<file path="config.mk">
export PLATFORM = sky130hd
export DESIGN_NAME = rua_ram
export DESIGN_NICKNAME = d
export VERILOG_FILES = /design/src/design/rua_ram.sv
export SDC_FILE = /design/constraint.sdc
export NUM_CORES = 1
export LEC_CHECK = 0
export ABC_AREA = 1
export BUFFER_PORTS_ARGS = -buffer_cell sky130_fd_sc_hd__buf_2
export CAP_MARGIN = 30
export CORE_ASPECT_RATIO = 0.8
export CORE_MARGIN = 3
export CORE_UTILIZATION = 45
export DETAILED_ROUTE_END_ITERATION = 12
export GPL_TIMING_DRIVEN = 1
export MAX_ROUTING_LAYER = met4
export PLACE_DENSITY = 0.7
export SYNTH_ARGS = -nofsm -noshare
export SYNTH_HDL_FRONTEND = slang
export SYNTH_SLANG_ARGS = --single-unit
</file>
<file path="constraint.sdc">
create_clock -name clk -period 1.73 [get_ports clk]
set_clock_uncertainty 0.15 [all_clocks]
set_input_delay 0.346 -clock clk [delete_from_list [all_inputs] [get_ports clk]]
set_output_delay 0.346 -clock clk [all_outputs]
set_load 0.02 [all_outputs]
</file>
<file path="src/design/rua_ram.sv">
// Generic single-write, single-read RAM with registered read data.
// No dependencies.
module rua_ram #(
    parameter int WIDTH = 8,
    parameter int DEPTH = 16
) (
    input  logic                     clk,
    input  logic                     we,
    input  logic [$clog2(DEPTH)-1:0] waddr,
    input  logic [WIDTH-1:0]         wdata,
    input  logic [$clog2(DEPTH)-1:0] raddr,
    output logic [WIDTH-1:0]         rdata
);
    logic [WIDTH-1:0] mem [DEPTH];

    always_ff @(posedge clk)
    begin
        if (we)
        begin
            mem[waddr] <= wdata;
        end
        rdata <= mem[raddr];
    end
endmodule

</file>
* After elaboration in Yosys (flattened, before gate mapping) *
Memories as Yosys holds them, arrays and structs flattened. A register that Yosys moved wholly into a read port is not among the register bits.
Cells that the tools add are included.

cells by class
  equal/unequal tests = 0
  magnitude comparators = 0
  $mul = 0
  bitwise operators = 0
  mux-type cells = 2
  shift operators = 0
  divide/modulo/power cells = 0
  reductions and logical operators = 0
  $add $sub $neg = 0

operators with widths
  kind     count
  $mux W1  2

storage, ports and cells
  input port bits = 18
  ROM bits = 0
  latch bits = 0
  logic and storage cells = 3
  flip-flop bits (word level) = 0
  memory bits (writable) = 128
  memories = 1

memories
  name  depth  bits a word  rd ports  clocked after Yosys merged registers in  write ports  line  source
  mem   16     8            1         1                                        1            14    logic [WIDTH-1:0] mem [DEPTH];

* Longest topological paths before layout *
Gate-level depths: netlist of the first run.

  word-level depth = 2
  mapped depth = 8
  gate-level depth less buffers = 7

* Least setup slack after synthesis of the first run *
OpenSTA, ideal clock, no wires.

  kind = in2reg
  start = in waddr[2]
  end = mem mem[10][0] (enable)
  stages on the path = 2
  setup time = 0.370 ns
  arrival = 0.927 ns
  slack = 0.283 ns
  data required time = 1.210 ns
  buffers on the path = 0
  cell sequence = nand3b_1 nor2_1

RTL lines
  element             line  source
  start: declaration  9     input logic [$clog2(DEPTH)-1:0] waddr,
  end: declaration    14

Straight into the memory's write port.

* Worst setup path in the final report of the first run *
  start = reg rdata[2] (read register of mem)
  end = out rdata[2]

RTL lines
  element             line  source
  start: declaration  12    output logic [WIDTH-1:0] rdata

No word-level cell between the ends.

==> out/metrics.csv, run 1 <==
metric,value,unit
status,finished clean,
cts_tree,built,
insertion_delay,410,ps
rr_startpoint,mem[7][3],
start_util,46.73,%
io_pins,26,
postCtsSetupBuffers,0,
drt-pass1-iter-count,5,
die-area,0.01422,mm²
postRouteAntennaNets,0,
max_slew_margin,76.32,%
r2r_cells,6,
crit_slowest_cell,dfxtp_1,
route.vias.total,3895,
diodes,0,
tns,0,ps
crit_path_max_incr_delay,380,ps
worst_pin_slew,355.2,ps
timing.final.hold_violations,0,
yosysWarnings,0,
worstPathArrival,980,ps
die_x,132.6,µm
crit_buf_inv,1,
core-area,0.01234,mm²
synth.area.top_cells,"edfxtp_1, nand2_1, nand3_1, inv_1, dfxtp_1",
htreeDepth,4,
post-place-cells,751,
postSynthCellCount,551,
drtIter0Drc,468,
max-clock-path-buffers,2,
final_common_cell,nand2_1,
wl_met2,5.895,mm
clockRootBuffer,clkbuf_16,
cts_sinks,136,
synth_nets,569,
mostFrequentLayoutCells,"nand2_1, edfxtp_1, inv_1",
path_class,flip-flop to primary output,
grt.total_usage,19.99,%
finalInstanceArea,0.006833,mm²
die_y,107.3,µm
drc,0,
path_delay_family,flip-flops,
cp_num_cells,1,
post-place-ws,180.0,ps
place_area,0.006175,mm²
layout-drive-gt1-share,13.73,%
hold_depth,1,
clk_pin_slew_worst_paths,60,ps
antenna_found_initial,0,
finalCriticalPeriod,1477,ps
endpoint_kind,primary output,
rr_endpoint,rdata[3],
p_leak,0.002979,µW
grt_pass1_wl,20.82,mm
cp-start-kind,flip-flop,
met1_length,6.120,mm
ys_seq_elements,136,
ctsResizeCount,0,
multi_input_area,0.001214,mm²
syn_area_per_cell,10.47,µm²
ys_seq_area_share,69.43,%
vias_per_cell,4.974,
timing.final.crit_share,85.39,%
fin_cells,783,
hold_start,wdata[4],
rsz0062_at_grt,no,
path_max_fanout,1,
nets,617,
gp_congestion,0.8539,
ys_types,12,
min_path_type,input pin to flip-flop,
min_to,mem[11][4],
grt_pass1_vias,3765,
netlist_area,0.005767,mm²
hold_slack,161.6,ps
yosysTopAreaCell,edfxtp_1,
dpl.hpwl,8.200,mm
ctsHoldBuffers,0,
worstPathRequired,1230,ps
placementRows,36,
grt-ovfl-total,0,
synth_top_area_share,66.65,%
top_layer_used,met4,
slew_violations,0,
fmax,676.9,MHz
cts_made_buffers,17,
grt_max_degree,44,
crit_chain,buf_2,
worst_slack,252.7,ps
irDropWorstVdd,0.8902,mV
syn2layout_area_growth,18.49,%
route.met3.wl,918,µm
cap_violations,0,
regArea,0.004004,mm²
p_per_area,1203,mW/mm²
wl_per_cell,16.72,µm
routed_wl,13.09,mm
setup_viol,0,
port_buffers,25,
fillers,1068,
timing.reg2reg.setup_slack,550,ps
==> state kept, by name, indices dropped and copies added (netlist names) <==
| register | count |
|---|---|
| mem | 128 |
| rdata | 8 |
==> layer usage <==
| metal | vias up | track usage [%] |
|---|---|---|
| met5 | - | - |
| met4 | 0 | 5.119 |
| met3 | 17 | 4.813 |
| met2 | 143 | 29.42 |
| met1 | 1866 | 28.32 |
| li1 | 1869 | - |
==> area by class of cell <==
| class | count | area share (%) |
|---|---|---|
| clock buffer | 18 | 6.281 |
| clock inverter | 14 | 3.351 |
| inverter | 102 | 5.603 |
| multi-input combinational | 289 | 17.76 |
| sequential | 136 | 58.60 |
| tap | 171 | 3.131 |
| timing repair buffer | 53 | 5.274 |
==> cells by family after synthesis <==
family	synth area share (%)
and+or+nand+nor	21.05
DFF	69.43
buffers and inverters	9.525
==> stage by stage <==
step           power, µW  utilization (%)
2_1_floorplan       4057                -
3_3_place_gp        4243            50.03
3_5_place_dp        4250            50.03
4_1_cts             8255            55.36
5_1_grt             8448            55.36
6_report            8219            55.36
==> worst max path at each step <==
stage / from / to / slack, ps
global placement: raddr[0] / rdata[6] / 170
global route: rdata[2] / rdata[2] / 230
CTS: rdata[2] / rdata[2] / 230
floorplan: waddr[2] / mem[10][0] / 280
finish: rdata[2] / rdata[2] / 250
detailed placement: raddr[0] / rdata[6] / 180
==> cells in the mapped netlist <==
library cell and instances:
nand2_1 173, edfxtp_1 128, inv_1 100, nand3_1 97
nor2_1 17, buf_2 13, dfxtp_1 8, buf_6 6
buf_4 4, inv_2 2, nand3b_1 2, buf_1 1
==> power by group <==
group | switching (µW) | leakage, µW | internal, µW
logic | 331 | 0.00144 | 145
clock network | 1340 | 0.000311 | 2690
registers | 28.9 | 0.00122 | 3680
total | 1700 | 0.00298 | 6520
Power figures use the tool's default switching activity.
==> run 2, diff against run 1 <==
- CORE_UTILIZATION: 45 -> 57
- PLACE_DENSITY: 0.7 -> 0.75
==> out/metrics.csv, run 2 (same netlist as run 1, synthesis figures left out) <==
metric,value,unit
status,finished clean,
min_path_type,input pin to flip-flop,
antenna_found_initial,1,
core-area,0.009729,mm²
crit_slowest_cell,dfxtp_1,
grt_pass1_wl,20.77,mm
routed_wl,13.23,mm
reg_top3,"mem x128, rdata x8",
path_delay_family,flip-flops,
clockRootBuffer,clkbuf_16,
grt-ovfl-total,0,
drtIter0Drc,614,
dpl.hpwl,8.158,mm
layout-drive-gt1-share,13.63,%
final_common_cell,nand2_1,
post-place-cells,713,
path_max_fanout,2,
endpoint_kind,primary output,
wl_per_cell,17.73,µm
route.vias.total,3935,
rr_endpoint,rdata[5],
cts_sinks,136,
cts_made_buffers,17,
htreeDepth,4,
fmax,665.7,MHz
rr_startpoint,mem[7][5],
placementRows,32,
worstPathArrival,1010,ps
crit_chain,buf_2,
postRouteAntennaNets,0,
cp-start-kind,flip-flop,
drt-pass1-iter-count,6,
die-area,0.01137,mm²
clk_pin_slew_worst_paths,60,ps
worstPathRequired,1230,ps
syn2layout_area_growth,18.01,%
timing.reg2reg.setup_slack,540,ps
timing.final.hold_violations,0,
io_pins,26,
p_leak,0.002983,µW
tns,0,ps
setup_viol,0,
die_x,118.5,µm
grt.total_usage,25.95,%
postCtsSetupBuffers,0,
mostFrequentLayoutCells,"nand2_1, edfxtp_1, inv_1",
worst_pin_slew,397.5,ps
r2r_cells,6,
top_register,mem,
die_y,95.97,µm
rsz0062_at_grt,no,
port_buffers,25,
gp_congestion,0.8978,
timing.final.crit_share,86.84,%
ctsResizeCount,0,
cap_violations,0,
hold_start,raddr[3],
max_slew_margin,73.47,%
vias_per_cell,5.275,
slew_violations,0,
hold_depth,3,
min_to,rdata[4],
p_per_area,1209,mW/mm²
ctsHoldBuffers,0,
path_class,flip-flop to primary output,
insertion_delay,420,ps
drc,0,
irDropWorstVdd,0.9187,mV
nets,614,
crit_path_max_incr_delay,390,ps
grt_max_degree,65,
finalCriticalPeriod,1502,ps
fin_cells,746,
crit_buf_inv,1,
max-clock-path-buffers,2,
grt_pass1_vias,3752,
largest_register_ffs,128,
cts_tree,built,
start_util,59.27,%
run 2: changes by cell type in the layout (fill, tap and decap cells not counted), sizes merged:
cell,previous run,this run
diode,0,1
buf,53,50
clkbuf,18,17
clkinv,5,6
run 2: how the worst max path moves through the flow:
stage                         from          to  slack (ps)  depth (start not counted)
after floorplan           waddr[2]  mem[10][0]         280                          2
after global placement    raddr[0]    rdata[1]         130                          8
after detailed placement  raddr[0]    rdata[1]         130                          8
after CTS                 rdata[4]    rdata[4]         220                          1
after global routing      rdata[4]    rdata[4]         180                          1
final                     rdata[4]    rdata[4]         230                          1
run 2: cell type report:
type / count / area (µm²)
diodes: 1 / 2.502
clock buffers: 17 / 425.4
clock inverters: 15 / 231.5
fillers: 699 / 2924
inverters: 102 / 382.9
multi-input cells: 289 / 1214
flip-flops and latches: 136 / 4004
well taps: 136 / 170.2
repair buffers: 50 / 375.4
run 2: through the flow:
stage | worst slack (ps) | power (µW) | hold WS [ps] | area, µm² | utilization, %
after detailed placement | 127.7 | 4270 | 504.8 | 6146 | 63.17
after floorplan | 283.2 | 4057 | 294.9 | 5767 | -
after global routing | 183.2 | 8441 | 134.4 | 6805 | 69.95
final | 227.8 | 8226 | 117.6 | 6805 | 69.95
after CTS | 219.4 | 8255 | 102.7 | 6803 | 69.92
after global placement | 134.3 | 4257 | 493.9 | 6146 | 63.17
run 2: report_power, final:
group          switching [µW]  internal [µW]  total (µW)  leakage (µW)
Sequential               31.2           3680        3720       0.00122
Clock                    1340           2680        4020      0.000316
Combinational             344            149         493       0.00144
Total                    1710           6510        8230       0.00298
run 2: metal layers:
layer | global-route usage (%) | wire (µm)
met2 | 36.19 | 5832
met3 | 8.167 | 1448
met5 | - | 0
met4 | 10.22 | 178
met1 | 35.85 | 5771
==> run 3, diff against run 2 <==
- RECOVER_POWER: default -> 100
==> out/metrics.csv, run 3 (same netlist as run 1, synthesis figures left out) <==
metric,value,unit
tns,0,ps
fillers,726,
insertion_delay,420,ps
post-place-cells,713,
start_util,59.27,%
cts_tree,built,
min_path_type,input pin to flip-flop,
path_max_fanout,1,
power_switching,1701,µW
grt_max_degree,65,
irDropWorstVdd,0.9184,mV
cap_violations,0,
worst_pin_slew,949.0,ps
p_leak,0.002853,µW
cts_sinks,136,
drtIter0Drc,590,
p_per_area,1221,mW/mm²
reg_top3,"mem x128, rdata x8",
rsz0062_at_grt,no,
post-place-ws,127.7,ps
top_register,mem,
syn2layout_area_growth,16.40,%
power_switching_share,20.75,%
endpoint_kind,primary output,
placementRows,32,
finalCriticalPeriod,1568,ps
layout-drive-gt1-share,7.389,%
pwr-share-comb,5.8,%
final_common_cell,nand2_1,
cts_made_buffers,17,
path_delay_family,flip-flops,
fin_cells,745,
setup_viol,0,
diodes,0,
max_slew_margin,36.74,%
crit_chain,clkbuf_1,
pwr-share-clk,48.8,%
die_x,118.5,µm
grt.total_usage,25.95,%
timing.final.crit_share,90.62,%
grt_pass1_wl,20.77,mm
mostFrequentLayoutCells,"nand2_1, edfxtp_1, inv_1",
status,finished clean,
vias_per_cell,5.262,
nets,614,
core-area,0.009729,mm²
htreeDepth,4,
grt-ovfl-total,0,
largest_register_ffs,128,
dpl.hpwl,8.158,mm
fmax,637.9,MHz
cp-start-kind,flip-flop,
routed_wl,13.21,mm
route.vias.total,3920,
io_pins,26,
drc,0,
wl_per_cell,17.73,µm
ctsHoldBuffers,0,
port_buffers,25,
cellInternalPower,6498,µW
drt-pass1-iter-count,5,
slew_violations,0,
gp_congestion,0.8978,
antenna_found_initial,0,
clockRootBuffer,clkbuf_16,
crit_slowest_cell,dfxtp_1,
power_frac_seq,45.4,%
crit_buf_inv,1,
ctsResizeCount,0,
die-area,0.01137,mm²
postRouteAntennaNets,0,
hold_slack,121.6,ps
clk_pin_slew_worst_paths,60,ps
grt_pass1_vias,3752,
postCtsSetupBuffers,0,
die_y,95.97,µm
crit_path_max_incr_delay,390,ps
timing.final.hold_violations,0,
max-clock-path-buffers,2,
worstPathArrival,1070,ps
worst_slack,162.2,ps
path_class,flip-flop to primary output,
worstPathRequired,1230,ps
==> run 3: changes by cell type in the layout (fill, tap and decap cells not counted), sizes merged <==
cell	delta
diode	-1
clkbuf	+38
buf	-38
==> run 3: layout make-up <==
| type | count | area (µm²) | area share [%] |
|---|---|---|---|
| inverter | 102 | 382.9 | 5.704 |
| clock buffer | 17 | 425.4 | 6.337 |
| tap | 136 | 170.2 | 2.535 |
| multi-input combinational | 289 | 1214 | 18.08 |
| timing repair buffer | 50 | 285.3 | 4.250 |
| sequential | 136 | 4004 | 59.65 |
| clock inverter | 15 | 231.5 | 3.448 |
==> run 3: metrics by stage <==
step                area [µm²]  utilization, %  power, µW
detailed placement        6146           63.17       4270
finish                    6713           68.99       8199
global route              6713           68.99       8427
global placement          6146           63.17       4257
floorplan                 5767               -       4057
CTS                       6803           69.92       8255
==> run 3: layer usage <==
metal  track usage [%]  wire [µm]
met5                 -          0
met4             10.22        227
met3             8.167       1399
met2             36.19       5761
met1             35.85       5822
==> run 3: path summary, 6_finish.rpt <==
kind / from / end / slack (ps) / cells after the start
setup / recovery: rdata[4] / rdata[4] / 160 / 1
hold / removal: raddr[3] / rdata[4] / 120 / 3
setup reg to reg: mem[7][5] / rdata[5] / 530 / 6
hold reg to reg: mem[13][5] / rdata[5] / 530 / 6
==> run 3: power by group through the flow <==
stage	Clock, µW	Combinational, µW	Sequential [µW]
2_1_floorplan	0	260	3800
3_3_place_gp	0	477	3780
3_5_place_dp	0	487	3780
4_1_cts	4050	493	3720
5_1_grt	4180	527	3720
6_report	4000	477	3720
